[config.mk]
export PLATFORM = sky130hd
export DESIGN_NAME = bsmd_decode
export DESIGN_NICKNAME = d
export VERILOG_FILES = /design/src/hdl/bsmd_pkg.sv /design/src/hdl/bsmd_decode.sv
export SDC_FILE = /design/constraint.sdc
export NUM_CORES = 1
export LEC_CHECK = 0
export ABC_AREA = 0
export BUFFER_PORTS_ARGS = -buffer_cell sky130_fd_sc_hd__buf_4
export CAP_MARGIN = 20
export CORE_MARGIN = 2
export CORE_UTILIZATION = 37
export DETAILED_ROUTE_END_ITERATION = 6
export GPL_ROUTABILITY_DRIVEN = 0
export PLACE_DENSITY_LB_ADDON = 0.15
export SLEW_MARGIN = 40
export SYNTH_ARGS = -nofsm -noshare
export SYNTH_HDL_FRONTEND = slang
export SYNTH_SLANG_ARGS = --single-unit
[constraint.sdc]
create_clock -name vclk -period 1.5
set_input_delay 0.075 -clock vclk [all_inputs]
set_output_delay 0.075 -clock vclk [all_outputs]
set_load 0.005 [all_outputs]
[src/hdl/bsmd_pkg.sv]
// Shared types, bank map table and RAM fill function for the bank-switched
// memory decoder. No dependencies.
package bsmd_pkg;

  // bus target codes as reported on the target port
  typedef enum logic [3:0] {
    TGT_RAM      = 4'd0,
    TGT_ROM      = 4'd1,
    TGT_COLOR    = 4'd2,
    TGT_VIC      = 4'd3,
    TGT_SID      = 4'd4,
    TGT_CIA1     = 4'd5,
    TGT_CIA2     = 4'd6,
    TGT_IO1      = 4'd7,
    TGT_IO2      = 4'd8,
    TGT_CARTLO   = 4'd9,
    TGT_CARTHI   = 4'd10,
    TGT_PORTDIR  = 4'd11,
    TGT_PORTDATA = 4'd12,
    TGT_OPENBUS  = 4'd13
  } target_t;

  // bank source kinds held in the bank map
  typedef enum logic [2:0] {
    K_R = 3'd0,  // RAM
    K_O = 3'd1,  // ROM (writes fall through to RAM)
    K_I = 3'd2,  // I/O
    K_L = 3'd3,  // cartridge low
    K_H = 3'd4,  // cartridge high
    K_N = 3'd5   // open bus
  } kind_t;

  // where the result byte comes from
  typedef enum logic [2:0] {
    SRC_NONE  = 3'd0,
    SRC_RAM   = 3'd1,
    SRC_COLOR = 3'd2,
    SRC_OBUS  = 3'd3,
    SRC_WDATA = 3'd4
  } src_t;

  typedef kind_t map_row_t [6];

  // indexed by {exrom, game, port_bits}; columns per bank group
  localparam map_row_t REGION_MAP [32] = '{
    '{K_R,K_R,K_R,K_R,K_R,K_R}, '{K_R,K_R,K_R,K_R,K_R,K_R},
    '{K_R,K_R,K_H,K_R,K_O,K_O}, '{K_R,K_L,K_H,K_R,K_O,K_O},
    '{K_R,K_R,K_R,K_R,K_R,K_R}, '{K_R,K_R,K_R,K_R,K_I,K_R},
    '{K_R,K_R,K_H,K_R,K_I,K_O}, '{K_R,K_L,K_H,K_R,K_I,K_O},
    '{K_R,K_R,K_R,K_R,K_R,K_R}, '{K_R,K_R,K_R,K_R,K_O,K_R},
    '{K_R,K_R,K_R,K_R,K_O,K_O}, '{K_R,K_L,K_O,K_R,K_O,K_O},
    '{K_R,K_R,K_R,K_R,K_R,K_R}, '{K_R,K_R,K_R,K_R,K_I,K_R},
    '{K_R,K_R,K_R,K_R,K_I,K_O}, '{K_R,K_L,K_O,K_R,K_I,K_O},
    '{K_N,K_L,K_N,K_N,K_I,K_H}, '{K_N,K_L,K_N,K_N,K_I,K_H},
    '{K_N,K_L,K_N,K_N,K_I,K_H}, '{K_N,K_L,K_N,K_N,K_I,K_H},
    '{K_N,K_L,K_N,K_N,K_I,K_H}, '{K_N,K_L,K_N,K_N,K_I,K_H},
    '{K_N,K_L,K_N,K_N,K_I,K_H}, '{K_N,K_L,K_N,K_N,K_I,K_H},
    '{K_R,K_R,K_R,K_R,K_R,K_R}, '{K_R,K_R,K_R,K_R,K_O,K_R},
    '{K_R,K_R,K_R,K_R,K_O,K_O}, '{K_R,K_R,K_O,K_R,K_O,K_O},
    '{K_R,K_R,K_R,K_R,K_R,K_R}, '{K_R,K_R,K_R,K_R,K_I,K_R},
    '{K_R,K_R,K_R,K_R,K_I,K_O}, '{K_R,K_R,K_O,K_R,K_I,K_O}
  };

  localparam logic [15:0] SCREEN_LO  = 16'h0400;
  localparam logic [15:0] SCREEN_END = 16'h07E8;  // 1000 bytes of 0x01
  localparam logic [7:0]  SCREEN_VAL = 8'h01;

  // decoded access, passed from the decoder to the pipeline
  typedef struct packed {
    target_t     target;
    logic [15:0] dev;
    logic        ram_en;
    logic        ram_we;
    logic        col_en;
    logic        col_we;
    src_t        src;
  } dec_t;

  // column of the bank map for banks 1..15
  function automatic logic [2:0] bank_col(input logic [3:0] bank);
    logic [2:0] c;
    case (bank) inside
      [4'd0:4'd7]:  c = 3'd0;
      4'd8, 4'd9:   c = 3'd1;
      4'd10, 4'd11: c = 3'd2;
      4'd12:        c = 3'd3;
      4'd13:        c = 3'd4;
      default:      c = 3'd5;
    endcase
    return c;
  endfunction

  // power-on RAM contents
  function automatic logic [7:0] fill_byte(input logic pattern, input logic [15:0] a);
    logic [7:0] v;
    if (a >= SCREEN_LO && a < SCREEN_END) v = SCREEN_VAL;
    else if (pattern) v = a[7] ? 8'h00 : 8'hFF;
    else v = a[6] ? 8'hFF : 8'h00;
    return v;
  endfunction

endpackage

[src/hdl/bsmd_decode.sv]
// Address decoder: bank map lookup, I/O page decode, memory enables.
// Depends on bsmd_pkg.
module bsmd_decode (
  input  logic           cmd,
  input  logic [15:0]    address,
  input  logic [2:0]     port_bits,
  input  logic           game_line,
  input  logic           exrom_line,
  output bsmd_pkg::dec_t dec
);

  logic [4:0]      idx;
  logic [3:0]      bank;
  bsmd_pkg::kind_t kind;

  assign idx  = {exrom_line, game_line, port_bits};
  assign bank = address[15:12];

  always_comb begin
    kind = (bank == 4'd0) ? bsmd_pkg::K_R
                          : bsmd_pkg::REGION_MAP[idx][bsmd_pkg::bank_col(bank)];
  end

  always_comb begin
    dec.target = bsmd_pkg::TGT_RAM;
    dec.dev    = address;
    dec.ram_en = 1'b0;
    dec.ram_we = 1'b0;
    dec.col_en = 1'b0;
    dec.col_we = 1'b0;
    dec.src    = cmd ? bsmd_pkg::SRC_WDATA : bsmd_pkg::SRC_NONE;
    if (address[15:1] == 15'd0) begin
      dec.target = address[0] ? bsmd_pkg::TGT_PORTDATA : bsmd_pkg::TGT_PORTDIR;
    end else begin
      unique case (kind)
        bsmd_pkg::K_R, bsmd_pkg::K_O: begin
          if (kind == bsmd_pkg::K_O && !cmd) begin
            dec.target = bsmd_pkg::TGT_ROM;
          end else begin
            dec.target = bsmd_pkg::TGT_RAM;
            dec.ram_en = 1'b1;
            dec.ram_we = cmd;
            if (!cmd) dec.src = bsmd_pkg::SRC_RAM;
          end
        end
        bsmd_pkg::K_L: dec.target = bsmd_pkg::TGT_CARTLO;
        bsmd_pkg::K_H: dec.target = bsmd_pkg::TGT_CARTHI;
        bsmd_pkg::K_N: begin
          dec.target = bsmd_pkg::TGT_OPENBUS;
          dec.src    = cmd ? bsmd_pkg::SRC_NONE : bsmd_pkg::SRC_OBUS;
        end
        bsmd_pkg::K_I: begin
          unique case (address[11:8]) inside
            [4'h0:4'h3]: begin
              dec.target = bsmd_pkg::TGT_VIC;
              dec.dev    = {10'd0, address[5:0]};
            end
            [4'h4:4'h7]: begin
              dec.target = bsmd_pkg::TGT_SID;
              dec.dev    = {11'd0, address[4:0]};
            end
            [4'h8:4'hB]: begin
              // offset from 0xD800 keeps only the low ten bits
              dec.target = bsmd_pkg::TGT_COLOR;
              dec.dev    = {6'd0, address[9:0]};
              dec.col_en = 1'b1;
              dec.col_we = cmd;
              if (!cmd) dec.src = bsmd_pkg::SRC_COLOR;
            end
            4'hC: begin
              dec.target = bsmd_pkg::TGT_CIA1;
              dec.dev    = {12'd0, address[3:0]};
            end
            4'hD: begin
              dec.target = bsmd_pkg::TGT_CIA2;
              dec.dev    = {12'd0, address[3:0]};
            end
            4'hE:    dec.target = bsmd_pkg::TGT_IO1;
            default: dec.target = bsmd_pkg::TGT_IO2;
          endcase
        end
        default: dec.target = bsmd_pkg::TGT_RAM;
      endcase
    end
  end

endmodule

-- Word-level counts from Yosys, hierarchy flattened
Memories as Yosys holds them, arrays and structs flattened.
Cells that the tools add are included.
- memories kept: 1
- flip-flop bits (word level): 0
- bits in read-only memories: 576
- output and inout bits: 27
- input bits: 22
- memories (name ; words ; bits a word ; read ports ; clocked after Yosys merged registers in ; wr ports ; line ; source):
    (no name shown) ; 32 ; 18 ; 1 ; 0 ; 0 ; bsmd_decode.sv:21 ; : bsmd_pkg::REGION_MAP[idx][bsmd_pkg::bank_col(bank)];
- reductions and logical operators: 13
- bitwise logic cells: 2
- mux-type cells: 29
- order comparisons: 10
- eq/ne operators: 14
- operator list (operator ; count):
    $pmux W16 S4 ; 1
    $eq A4 B4 Y1 const B ; 9
    $mux W18 ; 2
    $mux W3 ; 12
    $pmux W4 S6 ; 1
    $mux W23 ; 1
    $pmux W4 S5 ; 1
    $mux W16 ; 1
    $logic_not A15 Y1 ; 1
    $bmux W3 S3 ; 1
    $pmux W3 S3 ; 1
    $ge A4 B1 Y1 const B ; 2
    $ge A4 B4 Y1 const B ; 2
    $le A4 B3 Y1 const B ; 2
    $mux W2 ; 4
    $reduce_or A2 Y1 ; 4
    $eq A3 B2 Y1 const B ; 2
    $eq A3 B3 Y1 const B ; 2
    $ge A6 B6 Y1 const B ; 1
    $not A5 Y6 ; 1
    $logic_and A1 B1 Y1 ; 5
    $mux W5 ; 1
    $ge A4 B3 Y1 const B ; 1
    $le A4 B2 Y1 const B ; 1
    8 further kinds ; 9

-- Longest topological paths before layout
Gate-level depths: netlist of the first run.
- depth after elaboration: 16
- mapped depth: 6
- depth with buffers taken out: 5

-- Worst setup path before layout of the first run
No wires, ideal clock.
- path kind: input port to output port
- start: in address[14]
- end: out dec[0] (netlist bit)
- path buffers: 1
- data required time: 1.425 ns
- stages on the path: 6
- data arrival time: 1.371 ns
- path slack: 0.054 ns
- cell sequence: buf_6 -> or3b_4 -> o211ai_2 -> o2111ai_4 -> or2_4 -> a211oi_2
- RTL lines (what ; line ; source):
    from (decl) ; bsmd_decode.sv:5 ; input logic [15:0] address,
    to (decl) ; bsmd_decode.sv:9 ; output bsmd_pkg::dec_t dec

==> results of run 1 <==
## final cells by class
type | instances | area, µm² | area share
tap | 16 | 20.0 | 0.0185
inverter | 4 | 15.0 | 0.0139
timing repair buffer | 68 | 522 | 0.483
multi-input combinational | 73 | 524 | 0.485
## where the power goes
group / leakage, µW / internal (µW) / switching [µW]
combinational: 0.000524 / 178 / 124
clock: 0 / 0 / 0
sequential: 0 / 0 / 0
total: 0.000524 / 178 / 124
## per-stage QoR
step | setup WS, ns | instances
final | -0.0788 | 161
after detailed placement | -0.135 | 160
after global placement | -0.0892 | 160
after global routing | -0.147 | 161
after CTS | -0.0840 | 160
after floorplan | 0.0538 | 87
## cell usage in the layout (no fill, tap or decap), drive strengths merged, types with 4 or more instances in the layout
cell,instances
nor2,5
nand2b,4
and2,5
inv,4
o21ai,4
a21oi,5
nor2b,5
buf,68
nand2,6
## worst min-delay path by stage
stage | from | end | slack, ns | cells past startpoint
6_report | address[2] | dec[9] | 0.33 | 2
5_1_grt | address[3] | dec[10] | 0.33 | 2
4_1_cts | address[2] | dec[9] | 0.33 | 2
3_5_place_dp | address[3] | dec[10] | 0.33 | 2
3_3_place_gp | address[0] | dec[7] | 0.33 | 2
2_1_floorplan | cmd | dec[0] | 0.17 | 1
## timing repair
item	CTS	global route
resized for setup	4	2
endpoints found under the setup margin	8	9
pin swaps	4	2
setup buffers	0	1
## cells by family after synthesis
kind of cell	Yosys count	share of synthesized area
simple gates	43	0.430
compound gates	29	0.416
buf+inv	14	0.139
xor+xnor	1	0.0148
## critical path, stage by stage
cell	delay (ns)
buf_8	0.10
or3b_4	0.40
o211ai_2	0.20
o2111ai_4	0.15
or2_4	0.27
a211oi_2	0.17
buf_4	0.13
## layer usage
layer / vias to the layer above / share of wire / GRT usage
met5: - / 0 / 0
met4: 0 / 0.017 / 0.0364
met3: 4 / 0.045 / 0.0122
met2: 28 / 0.55 / 0.412
met1: 401 / 0.39 / 0.232
li1: 437 / - / -
==> qor.txt, run 1 <==
Die Y: 44.0 µm
Total GRT Usage: 0.204
vias: 870
Pre-antenna DRT Iters: 4
Req. time, crit path: 1.42 ns
area leader, netlist: and2_1
top cells by area, synth: and2_1 5.3%, buf_4 5.1%, o2111ai_4 4.4%
outcome: complete, but fails checks
hold buffers post-CTS: 0
total of max-cap violations: 0
post-place instance area: 1050 µm²
TNS Setup: -0.355 ns
Worst slew margin: 0.736
fin nets: 169
I/O pins: 49
endpoints failing setup: 8
Post-Route WL: 2.14 mm
cell leakage power: 0.000524 µW
DRC viols: 0
WL/cell: 13.3 µm
sequential area share after synthesis: 0
Mapped Area: 593 µm²
syn_area_per_cell: 6.82 µm²
power density cells: 279 nW/µm²
Reg area: 0 µm²
total chip power: 302 µW
failing checks: setup timing
final instance area: 1080 µm²
post-detail-place hpwl: 1.82 mm
row count: 14
Area Growth Syn to Fin: 82.3%
Tmin final: 1.58 ns
Worst Path Arrival: 1.50 ns
Filler cells: 152
Crit. Startpoint: address[13]
core area: 1510 µm²
RSZ-0062 raised after global routing: yes
CP max FO: 6
Synth Instances: 87
vias in the first global route: 770
starting density of the core: 0.394
initial drt markers: 9
first-pass GRT wire length: 3.14 mm
Final WS setup: -0.0788 ns
Worst Setup End Kind: output pin
Netlist cell types: 42
path type of the worst setup path: in -> out
final hold vios: 0
initial antenna violation count: 0
Final period util: 1.05
Die X: 44.0 µm
max-slew violations: 0
Seq cells: 0
largest net degree at the start of global routing: 9
fmax: 0.633 GHz
die area: 1940 µm²
peak supply drop: 0.158 mV
top post-synthesis cells by count: 6 x nand2_1, 5 x a21oi_1, 5 x and2_1, 5 x nor2_1
Synth top area share: 0.0527
layout cells sized above 1: 0.552
ANT nets after route: 0
syn nets: 109
number of diodes: 0
clock buffers: 0
via/cell ratio: 5.40
Tightest Pin Transition: 0.396 ns
Ys Warns: 0
worst hold margin: 0.327 ns
Port-buffer cells: 49
total grt overflow: 0
class of the worst hold path: in -> out
Setup crit end: dec[0]
fin util: 0.718
Startpoint Class: input port
leading cell type by number of instances after synthesis: nand2_1
Power figures use the tool's default switching activity.
==> run 2, diff against run 1 <==
--- a/config.mk
+++ b/config.mk
@@ -13,7 +13,9 @@
 export DETAILED_ROUTE_END_ITERATION = 6
 export GPL_ROUTABILITY_DRIVEN = 0
 export PLACE_DENSITY_LB_ADDON = 0.15
-export SLEW_MARGIN = 40
+export SETUP_SLACK_MARGIN = 0.5
+export SLEW_MARGIN = 25
 export SYNTH_ARGS = -nofsm -noshare
 export SYNTH_HDL_FRONTEND = slang
 export SYNTH_SLANG_ARGS = --single-unit
+export TNS_END_PERCENT = 30
==> qor.txt, run 2 (synthesized netlist as in run 1, its figures left out) <==
CP Depth: 7
RSZ-0062 raised after global routing: yes
fin util: 0.706
number of diodes: 0
initial drt markers: 25
largest net degree at the start of global routing: 10
sw frac: 0.418
Die Y: 44.0 µm
Non-Filler Instances: 156
final hold vios: 0
endpoints failing setup: 7
combinational share of power: 1.000
DRC viols: 0
Die X: 44.0 µm
dpl cells: 155
Req. time, crit path: 1.42 ns
post-place instance area: 1010 µm²
WL/cell: 13.0 µm
core area: 1510 µm²
failing checks: setup timing
multi-input combinational cell area: 537 µm²
layout cells sized above 1: 0.536
Final WS setup: -0.0716 ns
fin nets: 164
Total GRT Usage: 0.203
Worst Path Arrival: 1.50 ns
ANT nets after route: 0
max-slew violations: 0
most frequent cells in the layout: 59 x buf_4, 6 x nand2_1, 5 x a21oi_1, 5 x and2_1
vias in the first global route: 755
pre-CTS setup slack: -0.113 ns
starting density of the core: 0.394
post-detail-place hpwl: 1.67 mm
Post-Route WL: 2.03 mm
first-pass GRT wire length: 3.19 mm
Internal Power: 171 µW
Seq cells: 0
total grt overflow: 0
Clk pwr share: 0
Tightest Pin Transition: 0.334 ns
Reg area: 0 µm²
peak supply drop: 0.162 mV
initial antenna violation count: 0
Startpoint Class: input port
power density cells: 277 nW/µm²
final instance area: 1060 µm²
Top delay family on crit path: simple AND/OR/NAND/NOR gates
Area Growth Syn to Fin: 79.3%
CP Cell Sequence: buf_8 > or3b_4 > o211ai_2 > o2111ai_4 > or2_4 > a211oi_2 > buf_4
hold path start: address[0]
total chip power: 294 µW
CP max FO: 7
Worst slew margin: 0.777
total of max-cap violations: 0
Final period util: 1.05
class of the worst hold path: in -> out
hold buffers post-CTS: 0
sequential share of power: 0
Crit-path slowest cell: or3b_4
Crit. Startpoint: address[13]
Tmin final: 1.57 ns
cell depth of the worst min-delay path: 2
CP peak stage delay: 0.40 ns
most common cell after layout, fill and taps aside: buf_4
Pre-antenna DRT Iters: 4
Worst Setup End Kind: output pin
via/cell ratio: 5.39
Port-buffer cells: 49
outcome: complete, but fails checks
die area: 1940 µm²
fmax: 0.636 GHz
path type of the worst setup path: in -> out
I/O pins: 49
Filler cells: 130
row count: 14
vias: 841
cell leakage power: 0.000507 µW
clock buffers: 0
WP buf/inv: 2
P_sw: 123 µW
Setup crit end: dec[0]
==> run 2: cell types whose count changed in the layout (fill, tap and decap cells not counted), sizes merged <==
| cell | delta |
|---|---|
| buf | -5 |
==> run 2: worst min-delay path by stage <==
stage          slack, ns  endpoint
2_1_floorplan       0.17    dec[0]
3_3_place_gp        0.33    dec[7]
3_5_place_dp        0.33    dec[7]
4_1_cts             0.33    dec[7]
5_1_grt             0.34    dec[7]
6_report            0.33    dec[7]
==> run 2: what timing repair did <==
item | 4_1_cts | 5_1_grt
gates resized for setup | 4 | 5
setup buffers | 1 | 0
cloned | 0 | 0
setup endpoints to repair | 22 | 22
pin swaps | 7 | 5
==> run 2: metrics by stage <==
step | hold WS [ns] | setup TNS (ns)
3_5_place_dp | 0.328 | -0.496
5_1_grt | 0.340 | -0.559
3_3_place_gp | 0.327 | -0.315
6_report | 0.327 | -0.199
2_1_floorplan | 0.175 | 0
4_1_cts | 0.328 | -0.215
==> run 2: power by group through the flow <==
stage                     logic (µW)  clock network [µW]  registers, µW
after floorplan                  127                   0              0
after global placement           271                   0              0
after detailed placement         276                   0              0
after CTS                        285                   0              0
after global routing             319                   0              0
final                            294                   0              0
==> run 2: area by class of cell <==
class                      count  share of cell area
timing repair buffer          63               0.462
tap                           16              0.0188
multi-input combinational     73               0.505
inverter                       4              0.0141
==> run 2: metal layers <==
layer / share of wire / up-vias / global-route usage
li1: - / 428 / -
met1: 0.40 / 386 / 0.262
met2: 0.54 / 27 / 0.391
met3: 0.056 / 0 / 0.00408
met4: 0 / 0 / 0.0121
met5: 0 / - / 0
==> run 3, diff against run 2 <==
--- a/config.mk
+++ b/config.mk
@@ -6,6 +6,7 @@
 export NUM_CORES = 1
 export LEC_CHECK = 0
 export ABC_AREA = 0
+export ABC_CLOCK_PERIOD_IN_PS = 1500
 export BUFFER_PORTS_ARGS = -buffer_cell sky130_fd_sc_hd__buf_4
 export CAP_MARGIN = 20
 export CORE_MARGIN = 2
@@ -14,6 +15,7 @@
 export GPL_ROUTABILITY_DRIVEN = 0
 export PLACE_DENSITY_LB_ADDON = 0.15
 export SETUP_SLACK_MARGIN = 0.5
+export SKIP_LAST_GASP = 1
 export SLEW_MARGIN = 25
 export SYNTH_ARGS = -nofsm -noshare
 export SYNTH_HDL_FRONTEND = slang
==> qor.txt, run 3 (synthesized netlist as in run 1, its figures left out) <==
outcome: complete, but fails checks
failing checks: setup timing
via/cell ratio: 5.38
Reg area: 0 µm²
final hold vios: 0
largest net degree at the start of global routing: 10
Startpoint Class: input port
CP Cell Sequence: buf_8 > or3b_4 > o211ai_2 > o2111ai_4 > or2_4 > a211oi_2 > buf_4
Post-Route WL: 2.01 mm
WL/cell: 12.9 µm
clock buffers: 0
vias in the first global route: 749
Final period util: 1.05
TNS Setup: -0.224 ns
hold path start: address[0]
Internal Power: 170 µW
number of diodes: 0
fin util: 0.698
Crit-path slowest cell: or3b_4
sequential share of power: 0
initial antenna violation count: 0
fin nets: 164
core area: 1510 µm²
Pre-antenna DRT Iters: 4
Filler cells: 134
total of max-cap violations: 0
Tmin final: 1.57 ns
post-place instance area: 1010 µm²
initial drt markers: 19
die area: 1940 µm²
max-slew violations: 0
Non-Filler Instances: 156
RSZ-0062 raised after global routing: yes
post-detail-place hpwl: 1.67 mm
Seq cells: 0
pre-CTS setup slack: -0.113 ns
cell leakage power: 0.000505 µW
Area Growth Syn to Fin: 77.2%
Clk pwr share: 0
ANT nets after route: 0
Die X: 44.0 µm
hold buffers post-CTS: 0
Top delay family on crit path: simple AND/OR/NAND/NOR gates
path type of the worst setup path: in -> out
DRC viols: 0
Worst Path Arrival: 1.50 ns
vias: 839
Final WS setup: -0.0711 ns
Worst slew margin: 0.775
Worst Setup End Kind: output pin
most common cell after layout, fill and taps aside: buf_4
peak supply drop: 0.163 mV
fmax: 0.637 GHz
total grt overflow: 0
Total GRT Usage: 0.204
CP max FO: 7
first-pass GRT wire length: 3.20 mm
Die Y: 44.0 µm
starting density of the core: 0.394
layout cells sized above 1: 0.521
most frequent cells in the layout: 60 x buf_4, 6 x nand2_1, 5 x a21oi_1, 5 x nor2_1, 5 x and2_1
final instance area: 1050 µm²
Port-buffer cells: 49
power density cells: 277 nW/µm²
P_sw: 121 µW
sw frac: 0.416
row count: 14
dpl cells: 155
CP peak stage delay: 0.40 ns
combinational share of power: 1.000
cell depth of the worst min-delay path: 2
Tightest Pin Transition: 0.337 ns
endpoints failing setup: 7
hold endpoint: dec[7]
class of the worst hold path: in -> out
I/O pins: 49
WP buf/inv: 2
Req. time, crit path: 1.42 ns
-- run 3: changes by cell type in the layout (fill, tap and decap cells not counted) --
cell,delta
buf_6,-1
buf_4,+1
nor2_1,+1
nor4_2,-1
nor4_1,+1
nor2_2,-1
-- run 3: layout make-up --
| class | instances | area, µm² | area share |
|---|---|---|---|
| Multi-Input combinational cell | 73 | 528 | 0.502 |
| Inverter | 4 | 15.0 | 0.0143 |
| Tap cell | 16 | 20.0 | 0.0190 |
| Timing Repair Buffer | 63 | 488 | 0.464 |
-- run 3: layer usage --
metal	part of all wire	routed length, µm	GRT usage	up-vias
met5	0	0	0	-
met4	0	0	0	0
met3	0.052	104	0.00408	0
met2	0.54	1090	0.394	27
met1	0.41	818	0.267	386
li1	-	-	-	426
-- run 3: how the worst max path moves through the flow --
| stage | from | to | cells past startpoint |
|---|---|---|---|
| 3_5_place_dp | address[13] | dec[0] | 7 |
| 6_report | address[13] | dec[0] | 7 |
| 3_3_place_gp | address[13] | dec[0] | 7 |
| 2_1_floorplan | address[14] | dec[0] | 6 |
| 4_1_cts | address[13] | dec[0] | 7 |
| 5_1_grt | address[13] | dec[0] | 7 |
-- run 3: timing repair --
item,CTS,global route
setup endpoints to repair,22,22
setup buffers,1,0
endpoints found under the hold margin,0,0
gates resized for setup,3,3
gates cloned,0,0
pin swaps,2,3
-- run 3: per-stage QoR --
step                hold slack, ns  power (µW)
floorplan                    0.175         127
global placement             0.327         271
detailed placement           0.328         276
CTS                          0.328         284
global route                 0.339         316
finish                       0.326         292
-- run 3: power groups by stage --
stage | combinational [µW] | sequential, µW | clock [µW]
finish | 292 | 0 | 0
global route | 316 | 0 | 0
CTS | 284 | 0 | 0
detailed placement | 276 | 0 | 0
global placement | 271 | 0 | 0
floorplan | 127 | 0 | 0
